[src/rtl/tts_pkg.sv]
// shared types and constants for the timed task scheduler table
`default_nettype none
package tts_pkg;
  localparam int unsigned TableDepth = 64;

  typedef enum logic [2:0] {
    FUNC_SCHEDULE = 3'd0,
    FUNC_ELAPSE   = 3'd1,
    FUNC_PICK     = 3'd2,
    FUNC_FINISH   = 3'd3,
    FUNC_CANCEL   = 3'd4
  } func_t;

  typedef enum logic [1:0] {
    ST_OK       = 2'd0,
    ST_FULL     = 2'd1,
    ST_EMPTY    = 2'd2,
    ST_NOTREADY = 2'd3
  } status_t;

  typedef struct packed {
    logic [2:0]  func;
    logic [15:0] module_tag;
    logic [31:0] match_id;
    logic [31:0] delay_us;
    logic [31:0] latency_class;
    logic [31:0] prio_level;
    logic        repeats;
    logic [31:0] elapsed_us;
  } in_item_t;

  typedef struct packed {
    logic [1:0]  status;
    logic [31:0] head_id;
    logic [15:0] head_module;
    logic [31:0] wait_left;
    logic        still_running;
  } out_item_t;

  // sweep kinds issued by the controller
  typedef enum logic [2:0] {
    SW_FREE   = 3'd0,
    SW_ELAPSE = 3'd1,
    SW_HEAD   = 3'd2,
    SW_CHARGE = 3'd3,
    SW_CANCEL = 3'd4
  } sweep_t;

  typedef struct packed {
    logic   start;
    sweep_t kind;
    logic   head_fetch;
    logic   commit;
  } cmd_t;

  typedef struct packed {
    logic done;
    logic found;
    logic fetch_done;
  } sts_t;
endpackage
`default_nettype wire

[src/rtl/tts_ctrl.sv]
// controller state machine sequencing the table sweeps
`default_nettype none
module tts_ctrl (
  input  wire logic          clk,
  input  wire logic          rst_n,
  input  wire logic          in_valid,
  output logic               in_stall,
  input  wire logic [2:0]    func,
  output logic               out_valid,
  input  wire logic          out_stall,
  output logic               capture,
  input  wire tts_pkg::sts_t sts,
  input  wire logic          not_ready,
  output tts_pkg::cmd_t      cmd
);
  typedef enum logic [8:0] {
    S_IDLE   = 9'b000000001,
    S_FREE   = 9'b000000010,
    S_ELAPSE = 9'b000000100,
    S_HEAD   = 9'b000001000,
    S_FETCH  = 9'b000010000,
    S_CHARGE = 9'b000100000,
    S_CANCEL = 9'b001000000,
    S_COMMIT = 9'b010000000,
    S_OUT    = 9'b100000000
  } state_t;

  state_t      state_r, state_nxt;
  logic [2:0]  func_r;

  assign in_stall = (state_r != S_IDLE);
  assign capture = in_valid && (state_r == S_IDLE);
  assign out_valid = (state_r == S_OUT);

  always_comb begin
    state_nxt = state_r;
    cmd = '0;
    case (state_r)
      S_IDLE: begin
        if (in_valid) begin
          cmd.start = 1'b1;
          case (func)
            tts_pkg::FUNC_SCHEDULE: begin
              cmd.kind = tts_pkg::SW_FREE;
              state_nxt = S_FREE;
            end
            tts_pkg::FUNC_ELAPSE: begin
              cmd.kind = tts_pkg::SW_ELAPSE;
              state_nxt = S_ELAPSE;
            end
            tts_pkg::FUNC_PICK, tts_pkg::FUNC_FINISH, tts_pkg::FUNC_CANCEL: begin
              cmd.kind = tts_pkg::SW_HEAD;
              state_nxt = S_HEAD;
            end
            default: begin
              cmd.kind = tts_pkg::SW_HEAD;
              cmd.start = 1'b0;
              state_nxt = S_OUT;
            end
          endcase
        end
      end
      S_FREE: if (sts.done) begin
        cmd.commit = 1'b1;
        state_nxt = S_OUT;
      end
      S_ELAPSE: if (sts.done) state_nxt = S_OUT;
      S_HEAD: if (sts.done) begin
        if (!sts.found) begin
          cmd.kind = tts_pkg::SW_HEAD;
          cmd.commit = 1'b1;
          state_nxt = S_OUT;
        end else begin
          cmd.head_fetch = 1'b1;
          state_nxt = S_FETCH;
        end
      end
      S_FETCH: if (sts.fetch_done) begin
        if (func_r == tts_pkg::FUNC_FINISH && !not_ready) begin
          cmd.start = 1'b1;
          cmd.kind = tts_pkg::SW_CHARGE;
          state_nxt = S_CHARGE;
        end else if (func_r == tts_pkg::FUNC_CANCEL) begin
          cmd.start = 1'b1;
          cmd.kind = tts_pkg::SW_CANCEL;
          state_nxt = S_CANCEL;
        end else begin
          state_nxt = S_OUT;
        end
      end
      S_CHARGE: if (sts.done) begin
        cmd.commit = 1'b1;
        state_nxt = S_OUT;
      end
      S_CANCEL: if (sts.done) state_nxt = S_COMMIT;
      S_COMMIT: state_nxt = S_OUT;
      S_OUT: if (!out_stall) state_nxt = S_IDLE;
      default: state_nxt = S_IDLE;
    endcase
  end

  always_ff @(posedge clk) begin
    if (!rst_n) begin
      state_r <= S_IDLE;
      func_r <= '0;
    end else begin
      state_r <= state_nxt;
      if (capture) begin
        func_r <= func;
      end
    end
  end
endmodule
`default_nettype wire

[config.mk]
export PLATFORM = sky130hd
export DESIGN_NAME = tts_ctrl
export DESIGN_NICKNAME = d
export VERILOG_FILES = /design/src/rtl/tts_pkg.sv /design/src/rtl/tts_ctrl.sv
export SDC_FILE = /design/constraint.sdc
export NUM_CORES = 1
export LEC_CHECK = 0
export BUFFER_PORTS_ARGS = -buffer_cell sky130_fd_sc_hd__clkbuf_2
export CORE_MARGIN = 2
export CORE_UTILIZATION = 35
export DETAILED_ROUTE_END_ITERATION = 16
export HOLD_SLACK_MARGIN = 0.02
export PLACE_DENSITY = 0.66
export SYNTH_ARGS = -nofsm -noshare
export SYNTH_HDL_FRONTEND = slang
export SYNTH_SLANG_ARGS = --single-unit
[constraint.sdc]
create_clock -name clk -period 2.6 [get_ports clk]
set_input_delay 0.52 -clock clk [delete_from_list [all_inputs] [get_ports clk]]
set_output_delay 0.52 -clock clk [all_outputs]
set_load 0.05 [all_outputs]
==> flow_metrics.env, run 1 <==
export IMPL_fp_dieH_microns=54.4
export IMPL_synthTopCellsByArea="dfxtp_1, nor2_1, mux2i_1"
export IMPL_synthCells=109
export IMPL_viasPerCell=5.71
export IMPL_tightestPinTransition_ns=0.559
export IMPL_skew_ns=0.00216
export IMPL_num_antenna_cells=0
export IMPL_clock_latency_ns=0.28
export IMPL_synth_mux_area_frac=0.0451
export IMPL_wire_per_inst_microns=14.0
export IMPL_place_inst=158
export IMPL_netlist_cell_type_count=43
export IMPL_path_max_fanout=7
export IMPL_min_period_over_period=0.979
export IMPL_drc_errors=0
export IMPL_initial_core_util=0.365
export IMPL_cts_hold_buf=0
export IMPL_p_leak_nw=0.466
export IMPL_layout_nets=144
export IMPL_hold_class="in -> reg"
export IMPL_grt_pass1_vias=826
export IMPL_dpl_cell_area_sq_um=1100
export IMPL_port_buffers=19
export IMPL_maxSlewHeadroom=0.622
export IMPL_antenna_found_initial=0
export IMPL_worst_ep_required_time_ns=2.08
export IMPL_yosysTopAreaCell="dfxtp_1"
export IMPL_setup_viol=0
export IMPL_critical_path_top_delay_family="simple AND/OR/NAND/NOR gates"
export IMPL_vias=925
export IMPL_worstPathCellList="or4_4 > or3_4 > o22ai_1 > buf_2"
export IMPL_drv_cap=0
export IMPL_drtIter0Drc=10
export IMPL_ant_nets=0
export IMPL_fin_crit_ns=2.55
export IMPL_instances_no_fill=162
export IMPL_hold_viol_final=0
export IMPL_yosys_area_share_simple=0.414
export IMPL_synth_fa_ha_area_frac=0
export IMPL_cp_buffers_inverters=1
export IMPL_area_growth_pct=28.2
export IMPL_drive_gt1_frac=0.326
export IMPL_crit_arrival_ns=2.03
export IMPL_grt_remaining_overflow=0
export IMPL_synthArstFlopShare=0
export IMPL_fin_hold_ws_ns=0.450
export IMPL_vdd_drop_max_mv=0.359
export IMPL_synth_most_common_cell="dfxtp_1"
export IMPL_synth_seq_cells=12
export IMPL_first_pass_iters=4
export IMPL_cts_tree="done"
export IMPL_rr_startpoint="state_r[3]$_SDFFE_PN0P_"
export IMPL_synth_edff_count=0
export IMPL_core_area_sq_um=2430
export IMPL_clockRootBuffer="clkbuf_4"
export IMPL_row_count=18
export IMPL_hp_start="rst_n"
export IMPL_seq_area_frac_synth=0.270
export IMPL_synth_common_cells="dfxtp_1, nor2_1, o21ai_0"
export IMPL_cts_setup_buffers=0
export IMPL_synth_top_family_by_area="simple AND/OR/NAND/NOR gates"
export IMPL_synth_top_area_frac=0.270
export IMPL_track_usage=0.182
export IMPL_synth_ff_type="dfxtp_1"
export IMPL_slew_viol_final=0
export IMPL_synth_xor_area_frac=0.0394
export IMPL_grt_pass1_wl_mm=3.78
export IMPL_start_kind="flop"
export IMPL_yosys_warnings=0
export IMPL_wl_mm=2.27
export IMPL_max_freq_mhz=393
export IMPL_dp_hpwl_mm=1.79
export IMPL_final_area_sq_um=1140
export IMPL_max_stage_delay_ns=0.57
export IMPL_grt_start_max_net_pins=10
export IMPL_critPathLaunch="state_r[3]$_SDFFE_PN0P_"
export IMPL_synth_nets=120
export IMPL_endpoint_kind="output pin"
export IMPL_crit_type="reg -> out"
export IMPL_synth_compound_area_frac=0.192
export IMPL_htreeDepth=1
export IMPL_cp_slowest_cell="or4_4"
export IMPL_gp_congestion=0.865
export IMPL_die_area_sq_um=2960
export IMPL_clockBufferDepth=2
export IMPL_clkSinkCount=12
export IMPL_postSynthAreaPerCell_sq_um=8.15
export IMPL_cts_buffers=3
export IMPL_run_status="completed"
export IMPL_pwr_density_cell_nw_per_um2=689
export IMPL_io_pins=20
export IMPL_syn_cell_area_sq_um=888
export IMPL_die_w_microns=54.4
export IMPL_path_clk_slew_ns=0.08
==> layer usage <==
metal	vias to the layer above	GRT usage	part of all wire
li1	466	-	-
met1	435	0.227	0.46
met2	19	0.287	0.48
met3	5	0.0574	0.048
met4	0	0.0750	0.015
met5	-	0	0
==> cell families after synthesis <==
family	count (synthesis)
xor gates and xnor gates	4
AOI/OAI and AO/OA	27
muxes	4
DFF	12
and+or+nand+nor	54
buffers and inverters	8
==> layout by cell type, fill, tap and decap left out, types with 2 or more instances in the layout <==
cell,synthesis,routed
clkbuf_2,0,16
nor2_1,11,11
dfxtp_1,12,10
o21ai_0,7,7
a21oi_1,6,6
nand4_1,5,5
xor2_1,4,4
nand2_1,4,4
mux2i_1,4,4
buf_4,0,4
nand3_1,3,3
nor4_1,3,3
or4_1,3,3
clkbuf_4,0,3
inv_1,2,2
nand4b_1,2,2
nor2b_1,2,2
o21ai_4,0,2
or3_4,2,2
o21ai_1,4,2
nor3b_1,2,2
o211ai_1,2,2
nor4b_1,2,2
o31ai_1,2,2
buf_2,4,2
dfxtp_2,0,2
==> worst paths after layout <==
| kind | endpoint | cells after the start | slack (ns) |
|---|---|---|---|
| hold reg to reg | func_r[0]$_SDFFE_PN0P_ | 2 | 0.52 |
| setup / recovery | cmd[0] | 4 | 0.05 |
| setup reg to reg | state_r[0]$_SDFFE_PN1P_ | 5 | 0.55 |
| hold / removal | state_r[0]$_SDFFE_PN1P_ | 2 | 0.45 |
==> layout make-up <==
cell class / count / area (sq um)
timing repair buffer: 23 / 140
inverter: 4 / 20.0
fill: 248 / 1290
sequential: 12 / 243
tap: 30 / 37.5
clock buffer: 4 / 36.3
multi-input combinational: 89 / 662
==> state kept, by name, indices dropped and copies added, names as in the netlist <==
| signal | flops |
|---|---|
| func_r | 3 |
| state_r | 9 |
==> where the power goes <==
part	total [W]	internal [W]	leakage [nW]	switching (W)
Sequential	0.000235	0.000204	0.0987	0.0000313
Clock	0.000155	0.0000854	0.0210	0.0000697
Combinational	0.000394	0.000158	0.346	0.000236
Total	0.000784	0.000447	0.466	0.000338
==> through the flow <==
stage               setup TNS (ns)  total power [W]  setup WS, ns   util
global route              -0.00362         0.000833      -0.00362  0.468
detailed placement               0         0.000629         0.266  0.451
floorplan                   -0.729         0.000530        -0.244      -
CTS                              0         0.000787        0.0287  0.467
finish                           0         0.000784        0.0541  0.468
global placement                 0         0.000626         0.287  0.451
==> what timing repair did <==
action,CTS,global route
setup endpoints to repair,3,4
pin swaps,0,3
cloned,0,0
hold endpoints to repair,0,0
gates resized for setup,1,4
(Power assumes the default switching activity.)
==> run 2: changes to the inputs <==
CTS_CLUSTER_SIZE = 28   (was not set)
PLACE_DENSITY = not set   (was 0.66)
REMOVE_ABC_BUFFERS = 1   (was not set)
==> run 2 against run 1 <==
Effect of this change:
- clock power shrank 25%
- cell count grew 1.9%
- power shrank 5.4%
- count of clock-buffer cells in the layout shrank 1
- global-route usage shrank 0.14 points
- maximum frequency grew 1.1%
- design area shrank 2.7%
- hold slack gained 0.011 ns
- first-iteration DRC count grew to 3.1 times the previous value
==> flow_metrics.env, run 2 (synthesis results as in run 1) <==
export IMPL_grt_start_max_net_pins=10
export IMPL_largest_reg_flops=9
export IMPL_grt_remaining_overflow=0
export IMPL_wl_met2_mm=1.13
export IMPL_fin_crit_ns=2.52
export IMPL_viasPerCell=6.02
export IMPL_hold_class="in -> reg"
export IMPL_drtIter0Drc=31
export IMPL_die_area_sq_um=2960
export IMPL_min_period_over_period=0.969
export IMPL_clockBufferDepth=2
export IMPL_cts_buffers=3
export IMPL_skew_ns=0.00383
export IMPL_reg_top3="state_r (9), func_r (3)"
export IMPL_path_clk_slew_ns=0.07
export IMPL_wl_mm=2.41
export IMPL_clockRootBuffer="clkbuf_4"
export IMPL_htreeDepth=1
export IMPL_ant_nets=0
export IMPL_layout_nets=148
export IMPL_vdd_drop_max_mv=0.392
export IMPL_crit_arrival_ns=2.00
export IMPL_run_status="completed"
export IMPL_drv_cap=0
export IMPL_setup_tns_ns=0
export IMPL_cts_tree="done"
export IMPL_final_area_sq_um=1110
export IMPL_regArea_sq_um=244
export IMPL_wire_per_inst_microns=14.6
export IMPL_antenna_found_initial=0
export IMPL_setup_viol=0
export IMPL_gp_congestion=0.825
export IMPL_tightestPinTransition_ns=0.537
export IMPL_max_freq_mhz=397
export IMPL_port_buffers=19
export IMPL_clock_latency_ns=0.28
export IMPL_wl_met1_mm=1.10
export IMPL_die_w_microns=54.4
export IMPL_first_pass_iters=4
export IMPL_endpoint_kind="output pin"
export IMPL_crit_type="reg -> out"
export IMPL_worst_ep_required_time_ns=2.08
export IMPL_met3WireLength_microns=147
export IMPL_regMostFlops="state_r"
export IMPL_grt_pass1_vias=833
export IMPL_worstPathCellList="or4_4 > or3_4 > o22ai_1 > clkbuf_4"
export IMPL_vias=993
export IMPL_cp_slowest_cell="or4_4"
export IMPL_top_layer_used="met4"
export IMPL_layout_commonest_cell="clkbuf_2"
export IMPL_track_usage=0.180
export IMPL_max_stage_delay_ns=0.58
export IMPL_multi_input_area_sq_um=624
export IMPL_slew_viol_final=0
export IMPL_fp_dieH_microns=54.4
export IMPL_dpl_cell_area_sq_um=1040
export IMPL_drc_errors=0
export IMPL_hold_viol_final=0
export IMPL_p_leak_nw=0.467
export IMPL_fillers=249
export IMPL_pwr_density_cell_nw_per_um2=670
export IMPL_num_antenna_cells=0
export IMPL_initial_core_util=0.365
export IMPL_grt_pass1_wl_mm=3.76
export IMPL_start_kind="flop"
export IMPL_row_count=18
export IMPL_area_growth_pct=24.6
export IMPL_path_max_fanout=7
export IMPL_maxSlewHeadroom=0.640
export IMPL_core_area_sq_um=2430
export IMPL_drive_gt1_frac=0.319
export IMPL_io_pins=20
export IMPL_final_util=0.455
export IMPL_dp_hpwl_mm=1.86
export IMPL_clkSinkCount=12
export IMPL_layout_common_cells="clkbuf_2, nor2_1, dfxtp_1"
==> run 2: changes by cell type in the layout (fill, tap and decap cells not counted), moves of 2 or more <==
cell     change
o21ai_4      -2
buf_2        -2
dfxtp_2      -2
buf_4        +4
==> run 2: area by class of cell <==
class,count,area share
Clock buffer,3,0.0203
Inverter,4,0.0136
Multi-Input combinational cell,89,0.564
Sequential cell,12,0.220
Tap cell,30,0.0339
Timing Repair Buffer,27,0.148
==> run 2: what timing repair did <==
| item | 4_1_cts | 5_1_grt |
|---|---|---|
| gates resized for setup | 2 | 8 |
| hold buffers | 0 | 0 |
| pin swaps | 0 | 3 |
| setup endpoints to repair | 1 | 4 |
| hold endpoints to repair | 0 | 0 |
| setup buffers | 0 | 3 |
==> run 2: power by group <==
| group | switching (W) | internal [W] | total (W) |
|---|---|---|---|
| clock | 0.0000628 | 0.0000537 | 0.000116 |
| sequential | 0.0000311 | 0.000203 | 0.000234 |
| combinational | 0.000236 | 0.000155 | 0.000391 |
==> run 2: metrics by stage <==
stage                     instances  power [W]  hold WS [ns]  setup slack [ns]
after global routing            165   0.000788         0.461          -0.00705
after CTS                       162   0.000709         0.458            0.0175
after global placement          159   0.000582         0.514             0.293
after detailed placement        159   0.000586         0.513             0.240
final                           165   0.000742         0.460            0.0810
after floorplan                 105   0.000489         0.470            -0.614
==> run 2: routing by layer <==
layer,vias up,track usage
met4,0,0.0625
met5,-,0
met1,478,0.223
li1,476,-
met2,35,0.293
met3,4,0.0574
==> run 2: final timing paths <==
kind	to	depth (start not counted)	slack, ns	start
max	cmd[0]	4	0.08	state_r[3]$_SDFFE_PN0P_
min	state_r[0]$_SDFFE_PN1P_	2	0.46	rst_n
max reg2reg	state_r[0]$_SDFFE_PN1P_	5	0.53	state_r[3]$_SDFFE_PN0P_
min reg2reg	func_r[2]$_SDFFE_PN0P_	2	0.52	func_r[2]$_SDFFE_PN0P_
==> run 2: worst max-delay path, delay by kind of cell (launching register included) <==
family	cells	cell delay [ns]
AO/OA/AOI/OAI	1	0.14
buffers and inverters	1	0.25
AND/OR/NAND/NOR	2	0.95
flip-flops	1	0.38
